**src/hw/rtl/float32_divider_truncating_defines.svh**
```systemverilog
// Assertion macros for the truncating divider
`ifndef FLOAT32_DIVIDER_TRUNCATING_DEFINES_SVH
`define FLOAT32_DIVIDER_TRUNCATING_DEFINES_SVH
// implication checked every clock, off during reset
`define FDT_ASSERT_IMP(label, clk, rst_n, cond, prop) \
  label: assert property (@(posedge clk) disable iff (!rst_n) (cond) |-> (prop)) \
    else $error("assertion failed");
// next-cycle implication, off during reset
`define FDT_ASSERT_NEXT(label, clk, rst_n, cond, prop) \
  label: assert property (@(posedge clk) disable iff (!rst_n) (cond) |=> (prop)) \
    else $error("assertion failed");
`endif

```
**src/hw/rtl/fdt_pkg.sv**
```systemverilog
// Shared types and constants for the truncating divider
package fdt_pkg;
  localparam int unsigned QUOTIENT_BITS = 24;
  localparam int unsigned FRAC_W = 23;
  localparam int unsigned EXP_W  = 8;
  localparam int unsigned SIG_W  = 24;
  localparam int unsigned REM_W  = 26;
  localparam logic [31:0] QNAN_ZZ = 32'h7FFFFFFF;
  localparam logic [31:0] INF_NEG = 32'hFF800000;
  localparam logic [31:0] INF_POS = 32'h7F800000;

  typedef struct packed {
    logic              valid;
    logic              sign;
    logic [9:0]        exp;
    logic [REM_W-1:0]  rem;
    logic [SIG_W-1:0]  den;
    logic [SIG_W-1:0]  q;
    logic              special;
    logic [31:0]       spec_word;
    logic              dbz;
  } fdt_cell_t;
endpackage

```
**src/hw/rtl/fdt_cell.sv**
```systemverilog
// One restoring division step with its pipeline register
module fdt_cell (
  input  logic               clk,
  input  logic               rst_n,
  input  logic               en,
  input  fdt_pkg::fdt_cell_t in_c,
  output fdt_pkg::fdt_cell_t out_c
);
  fdt_pkg::fdt_cell_t c_r, c_nxt;
  logic [fdt_pkg::REM_W-1:0] diff;
  logic ge;

  always_comb begin
    diff  = in_c.rem - {2'b00, in_c.den};
    ge    = in_c.rem >= {2'b00, in_c.den};
    c_nxt = in_c;
    c_nxt.q = {in_c.q[fdt_pkg::SIG_W-2:0], ge};
    c_nxt.rem = {(ge ? diff[fdt_pkg::REM_W-2:0] : in_c.rem[fdt_pkg::REM_W-2:0]), 1'b0};
  end

  always_ff @(posedge clk) begin
    if (!rst_n) begin
      c_r.valid <= 1'b0;
    end else if (en) begin
      c_r <= c_nxt;
    end
  end

  assign out_c = c_r;
endmodule

```
**src/hw/rtl/float32_divider_truncating.sv**
```systemverilog
// Top level: pipelined truncating single-precision divider
//  channel | ports                                             | dir
//  in      | in_valid in_stall in_dividend in_divisor           | in
//  out     | out_valid out_stall out_quotient out_divide_by_zero | out
//          |   out_exponent_out_of_range                       |
// One word per cycle unless the row is stalled; QUOTIENT_BITS + 1 register
// stages (one divide-step cell per quotient bit, then the output register).
// Synchronous active-low reset empties the row.
// out_stall freezes the whole row while out_valid is high; in_stall is high exactly then.
`include "float32_divider_truncating_defines.svh"
module float32_divider_truncating (
  input  logic        clk,
  input  logic        rst_n,
  input  logic        in_valid,
  output logic        in_stall,
  input  logic [31:0] in_dividend,
  input  logic [31:0] in_divisor,
  output logic        out_valid,
  input  logic        out_stall,
  output logic [31:0] out_quotient,
  output logic        out_divide_by_zero,
  output logic        out_exponent_out_of_range
);
  fdt_pkg::fdt_cell_t head;
  fdt_pkg::fdt_cell_t chain [fdt_pkg::QUOTIENT_BITS+1];
  logic en;
  logic a_zero, b_zero;
  fdt_pkg::fdt_cell_t last;
  logic [9:0] e_fin;
  logic [22:0] frac;
  logic norm;

  assign en       = !(out_valid && out_stall);
  assign in_stall = !en;

  always_comb begin
    a_zero = in_dividend[30:0] == 31'd0;
    b_zero = in_divisor[30:0] == 31'd0;
    head.valid = in_valid;
    head.sign  = in_dividend[31] ^ in_divisor[31];
    head.exp   = {2'b00, in_dividend[30:23]} - {2'b00, in_divisor[30:23]} + 10'd127;
    head.rem   = {3'b001, in_dividend[22:0]};
    head.den   = {1'b1, in_divisor[22:0]};
    head.q     = '0;
    head.special = a_zero || b_zero;
    head.dbz   = b_zero;
    if (b_zero) begin
      head.spec_word = a_zero ? fdt_pkg::QNAN_ZZ :
                       (in_dividend[31] ? fdt_pkg::INF_NEG : fdt_pkg::INF_POS);
    end else begin
      head.spec_word = {head.sign, 31'd0};
    end
  end

  assign chain[0] = head;

  for (genvar g = 0; g < fdt_pkg::QUOTIENT_BITS; g++) begin : g_row
    fdt_cell u_cell (
      .clk(clk), .rst_n(rst_n), .en(en), .in_c(chain[g]), .out_c(chain[g+1])
    );
  end

  assign last = chain[fdt_pkg::QUOTIENT_BITS];

  always_comb begin
    norm  = !last.q[fdt_pkg::SIG_W-1];
    e_fin = norm ? last.exp - 10'd1 : last.exp;
    frac  = norm ? {last.q[21:0], 1'b0} : last.q[22:0];
  end

  logic dbz_r;
  logic [31:0] q_r;
  logic oor_r;

  always_ff @(posedge clk) begin
    if (!rst_n) begin
      out_valid <= 1'b0;
    end else if (en) begin
      out_valid <= last.valid;
    end
  end

  always_ff @(posedge clk) begin
    if (en) begin
      dbz_r <= last.dbz;
      q_r   <= last.special ? last.spec_word : {last.sign, e_fin[7:0], frac};
      oor_r <= !last.special && ($signed(e_fin) < 10'sd1 || $signed(e_fin) > 10'sd254);
    end
  end

  assign out_quotient              = q_r;
  assign out_divide_by_zero        = dbz_r;
  assign out_exponent_out_of_range = oor_r;

  `FDT_ASSERT_NEXT(a_hold, clk, rst_n, out_valid && out_stall, out_valid && $stable(q_r))
  `FDT_ASSERT_IMP(a_dbz_flag, clk, rst_n, out_valid && out_divide_by_zero, !out_exponent_out_of_range)
  `FDT_ASSERT_IMP(a_stall_tie, clk, rst_n, in_stall, out_valid && out_stall)
endmodule
```
**config.mk**
```make
export PLATFORM = sky130hd
export DESIGN_NAME = float32_divider_truncating
export DESIGN_NICKNAME = d
export VERILOG_FILES = /design/src/hw/rtl/fdt_pkg.sv /design/src/hw/rtl/fdt_cell.sv /design/src/hw/rtl/float32_divider_truncating.sv
export VERILOG_INCLUDE_DIRS = /design/src /design/src/hw/rtl
export SDC_FILE = /design/constraint.sdc
export NUM_CORES = 2
export LEC_CHECK = 0
export BUFFER_PORTS_ARGS = -buffer_cell sky130_fd_sc_hd__buf_2
export CORE_ASPECT_RATIO = 1.2
export CORE_MARGIN = 2
export CORE_UTILIZATION = 40
export CTS_CLUSTER_SIZE = 12
export DETAILED_ROUTE_END_ITERATION = 7
export GPL_TIMING_DRIVEN = 0
export PLACE_DENSITY = 0.66
export SETUP_SLACK_MARGIN = 0.15
export SLEW_MARGIN = 20
export SYNTH_ARGS = -nofsm -noshare
export SYNTH_HDL_FRONTEND = slang
export SYNTH_SLANG_ARGS = --single-unit
```
**constraint.sdc**
```tcl
create_clock -name clk -period 82.5 [get_ports clk]
set_input_delay 4.125 -clock clk [delete_from_list [all_inputs] [get_ports clk]]
set_output_delay 4.125 -clock clk [all_outputs]
set_load 0.005 [all_outputs]
```
* After elaboration in Yosys (flattened, before gate mapping) *
Index checks and enable logic that the tools add are counted.
Widths: inputs -> output; s select.

cells by class
  add/subtract/negate cells = 26
  multiply operators = 0
  divide/modulo/power cells = 0
  $lt $le $gt $ge = 26
  equality and inequality tests = 0
  shifts and indexed selects = 0
  muxes and demuxes = 29
  bitwise logic cells = 2
  reductions and logical operators = 8

operators with widths
  cell                   number
  $ge 26x24->1           23
  $mux 25                22
  $sub 25x24->25         22
  $mux 32                4
  $logic_not 31->1       2
  $mux 23                2
  $sub 24x24->25         1
  $ge 24x24->1           1
  $add 9x8->10 const B   1
  $gt 10x9->1 const B    1
  $lt 10x2->1 const B    1
  $mux 10                1
  $sub 10x1->10 const B  1
  $sub 8x8->9            1
  $logic_and 1x1->1      2
  $logic_or 1x1->1       2
  $reduce_and 2->1       1
  $logic_not 1->1        1
  $not 1->1              1
  $xor 1x1->1            1

storage, ports and cells
  flip-flop bits (word level) = 2543
  latch bits = 0
  memory bits (writable) = 0
  memory bits (read-only) = 0
  input port bits = 68
  output and inout bits = 36
  word-level logic and storage cells = 333
  memories = 0

* Longest topological paths before layout *
  word-level depth = 5
  gate-level depth with buffers = 14
  depth with buffers taken out = 13

* Modules after synthesis *
A second synthesis with hierarchy kept.

second synthesis, totals
  cell total of the unflattened synthesis = 9309
  area total of the unflattened synthesis = 129859.5 um2

by module, submodules not included
  module                            times used  cells each  area an instance (um2)  sequential area each (um2)
  fdt_cell at g_row[12].u_cell ...  18          374         5307.6                  3563.4
  fdt_cell at g_row[0].u_cell ...   5           387         5300.1                  3563.4
  fdt_cell at g_row[11].u_cell      1           355         5167.5                  3563.4
  float32_divider_truncating        1           287         2655.0                  1041.0

* Least setup slack after synthesis *
No wires, ideal clock.

  path type = input -> register
  start point = in out_stall
  end point = reg g_row[0].u_cell.c_r (netlist bit g_row[0].u_cell.out_c[0]), enable pin
  library setup time = 2392 ps
  arrival time = 45548 ps
  required time = 80108 ps
  setup slack = 34560 ps
  cell stages on the path = 3
  path buffers = 1
  cells stage by stage = nand2_1 > clkbuf_1 > and2_1

on the way
  longest elaborated chain between the ends = 3

RTL lines
  what                               RTL line                          text
  start: declaration                 float32_divider_truncating.sv:19  input logic out_stall,
  $logic_and 1x1->1                  float32_divider_truncating.sv:33  assign en = !(out_valid && out_stall);
  $not 1->1 (no source line)         -
  $reduce_and 2->1 (no source line)  -
  end signal: assignment             fdt_cell.sv:25                    c_r <= c_nxt;
  end: declaration                   fdt_cell.sv:9                     fdt_pkg::fdt_cell_t c_r, c_nxt;

No other way between the ends.
A chain may end at the register's enable or synchronous reset.

* Worst setup path in the final report *
  start point = in out_stall
  end point = out in_stall

on the way
  longest elaborated chain between the ends = 1

RTL lines
  what               RTL line                          text
  $logic_and 1x1->1  float32_divider_truncating.sv:33
  end: declaration   float32_divider_truncating.sv:15  output logic in_stall,

No other way between the ends.

==> summary.md <==
| Metric | Value |
|---|---|
| CTS buffer count | 197 |
| Routed length per instance | 17.8 microns |
| Part of the power in combinational logic | 39.1% |
| YS warnings | 0 |
| Uppermost layer routed | met5 |
| Worst Hold Class | reg2reg |
| Max clock buf depth | 3 |
| Clk slew on worst S/H paths | 60 ps |
| DP Wirelength | 147000 microns |
| Fin. Hold Viols | 0 |
| Die height | 527 microns |
| Sequential element share of the synthesized area | 60.7% |
| CTS tree | yes |
| Critical path data arrival time | 5160 ps |
| Vias in the first global route | 59100 |
| Mapped Area | 91000 sq um |
| Largest net degree at the start of global routing | 62 |
| RSZ-0062 raised after global routing | no |
| Initial antenna violation count | 3 |
| Die area | 231000 sq um |
| DRC | 0 |
| CP max FO | 10 |
| Ports | 104 |
| Layout cells sized above 1 | 7.98% |
| Internal Power | 2410 uW |
| Placed Instances | 10600 |
| Cell variety after synth | 95 |
| M1 WL | 68200 microns |
| EDFF count, synth | 1822 |
| Slew headroom | 29.9% |
| GRT Overall Usage | 16.7% |
| Critical path cell sequence | buf_2, nand2_1, clkinv_1, buf_1, buf_2 |
| Crit path capture type | primary output |
| Initial Utilization | 40.3% |
| Total power | 3720 uW |
| DR pass1 iterations | 6 |
| Net Sw Power | 1320 uW |
| Post-Layout Cell Count | 10900 |
| FF+latch count, synth | 1847 |
| # resized after CTS | 0 |
| Status | finished, final reports clean |
| GRT overflow | 0 |
| WL met3 | 6900 microns |
| Starting DRT DRC Count | 3245 |
| Critical path type | in2out |
| Maximum clock rate | 108 MHz |
| Core area | 226000 sq um |
| Syn_nets | 8092 |
| Slowest CP cell | buf_1 |
| Synth Flop Type | edfxtp_1 |
| Sink Count | 1847 |
| Final net count | 8433 |
| Vias after detailed routing | 57200 |
| Met2 WL post-DR | 106000 microns |
| Port buffer count | 103 |
| Lkg Pwr | 0.0401 uW |
| CP max stage delay | 270 ps |
| Hold buffers post-CTS | 0 |
| Syn-to-layout area delta | 12.5% |
| First-pass GRT wire length | 307000 microns |
| Die X | 439 microns |
| Synth Instances | 7439 |
| Async S/R FF share, synth | 0% |
| Clock network power share | 22.7% |
| Post-Place Cell Area | 96200 sq um |
| Worst hold slack | 380 ps |
| Slew Limit Fails | 0 |
| Sw frac | 35.4% |
| Peak VDD IR | 0.0228 mV |
| Routed Antenna Nets | 0 |
| Max cap viols | 0 |
| Avg Cell Area, Syn | 12.2 sq um |
| Final setup fails | 0 |
| Routed wire length | 194000 microns |
| Design area | 102000 sq um |
| Root Buffer Master | clkbuf_16 |
| Clock latency at the later pin of the worst-skew pair | 860 ps |
| CTS H-tree depth | 4 |
| Crit path top cell by count | buf_2 |
| Slew @ Worst Pin | 1050 ps |
| Worst Path Required | 78380 ps |
| Cell Pwr Density | 36.4 nW/um^2 |
| Final Cycle Share | 11.3% |
| Reg power frac | 38.3% |
| Final TNS setup | 0 ps |
| CP Launch Type | input port |
| Worst Clk Skew | 48.0 ps |
| Delay-heaviest family, CP | buffers and inverters |
| Post-CTS setup buffers | 0 |
| GP Congestion | 0.961 |
| Post-layout min period | 9290 ps |
| Vias per cell | 5.25 |
| # rows | 191 |
| Crit path buf inv count | 4 |
## layer usage
metal	up-vias	GRT usage [%]
met5	-	0
met4	2	10.4
met3	583	2.60
met2	1306	32.3
met1	27400	16.2
li1	27900	-
## logic make-up after synthesis
logic type	synth area share, %
AOI/OAI and AO/OA	12.7
xor gates and xnor gates	4.55
adders and majority gates	8.24
buffers and inverters	3.69
DFF	60.7
muxes	1.72
and+or+nand+nor	8.42
## cells in the final DEF, fill, tap and decap left out, types with 44 or more instances in the layout
cell type  count
o31ai_1       56
nand2b_1      81
o21a_1        77
buf_2        137
nand3_1      107
nand2_1      564
xor2_1       196
o21bai_1      71
nor2b_1       89
o21ai_0      464
inv_1        734
a21boi_0      49
nand4_1       72
nor2_1       467
a21o_1       234
clkbuf_1     142
and3_1        44
clkbuf_16    201
a21oi_1      591
a31oi_1       60
ha_1         561
edfxtp_1    1822
nor3_1        90
mux2_2       101
xnor2_1      277
## power by group through the flow
stage	Sequential [uW]	Clock, uW	Combinational [uW]
after floorplan	1470	0	1090
after global placement	1540	0	1390
after detailed placement	1440	0	1440
after CTS	1420	868	1440
after global routing	1440	906	1620
final	1430	843	1450
## Yosys cell counts (44+ instances only)
cell	count	area share [%]
nand2b_1	81	0.56
o21ai_0	464	2.6
o21a_1	77	0.64
nand3_1	107	0.59
nor3_1	90	0.49
edfxtp_1	1822	60
o31ai_1	56	0.46
a21o_1	234	1.9
nor2_1	468	1.9
inv_1	734	3.0
nor2b_1	89	0.61
a21oi_1	591	3.3
nand4_1	72	0.49
and3_1	44	0.30
a21boi_0	49	0.40
o21bai_1	71	0.59
ha_1	561	7.7
xor2_1	196	1.9
a31oi_1	60	0.41
xnor2_1	277	2.7
nand2_1	564	2.3
clkbuf_1	90	0.37
mux2_2	101	1.2
## worst register-to-register path: stages, from the launching register on
cell,delay (ps)
edfxtp_1,350
inv_1,60
ha_1,370
a21o_1,190
a21oi_1,280
a21boi_1,160
o21ai_1,200
a21boi_1,160
o41ai_1,640
nand2_1,140
a41oi_2,650
clkbuf_1,580
o21ai_0,230
## stage by stage
step / setup slack (ps) / utilization [%]
2_1_floorplan: 34560 / -
3_5_place_dp: 73210 / 42.6
4_1_cts: 73210 / 45.3
3_3_place_gp: 18330 / 42.2
5_1_grt: 73060 / 45.3
6_report: 73210 / 45.3
## registers in the layout, summed over array words and instances, names as in the netlist
register	cells
out_quotient	32
out_divide_by_zero	1
out_exponent_out_of_range	1
out_valid	1
g_row.u_cell.out_c	1812
## path summary, 6_finish.rpt
path / startpoint / to / slack [ps] / depth (start not counted)
setup / recovery: out_stall / in_stall / 73210 / 5
hold / removal: g_row[20].u_cell.out_c[44]$_DFFE_PP_ / g_row[21].u_cell.out_c[45]$_DFFE_PP_ / 380 / 0
setup reg to reg: g_row[13].u_cell.out_c[62]$_DFFE_PP_ / g_row[14].u_cell.out_c[100]$_DFFE_PP_ / 78190 / 12
hold reg to reg: g_row[20].u_cell.out_c[44]$_DFFE_PP_ / g_row[21].u_cell.out_c[45]$_DFFE_PP_ / 380 / 0
## area by class of cell
| type | count | area, sq um |
|---|---|---|
| clock buffers | 258 | 5270 |
| clock inverters | 78 | 872 |
| repair buffers | 142 | 1460 |
| diodes | 1 | 2.50 |
| multi-input cells | 4718 | 32500 |
| plain buffers | 136 | 596 |
| fillers | 20100 | 123000 |
| flip-flops and latches | 1847 | 55200 |
| inverters | 738 | 2770 |
| well taps | 2991 | 3740 |
(Power assumes the default switching activity.)
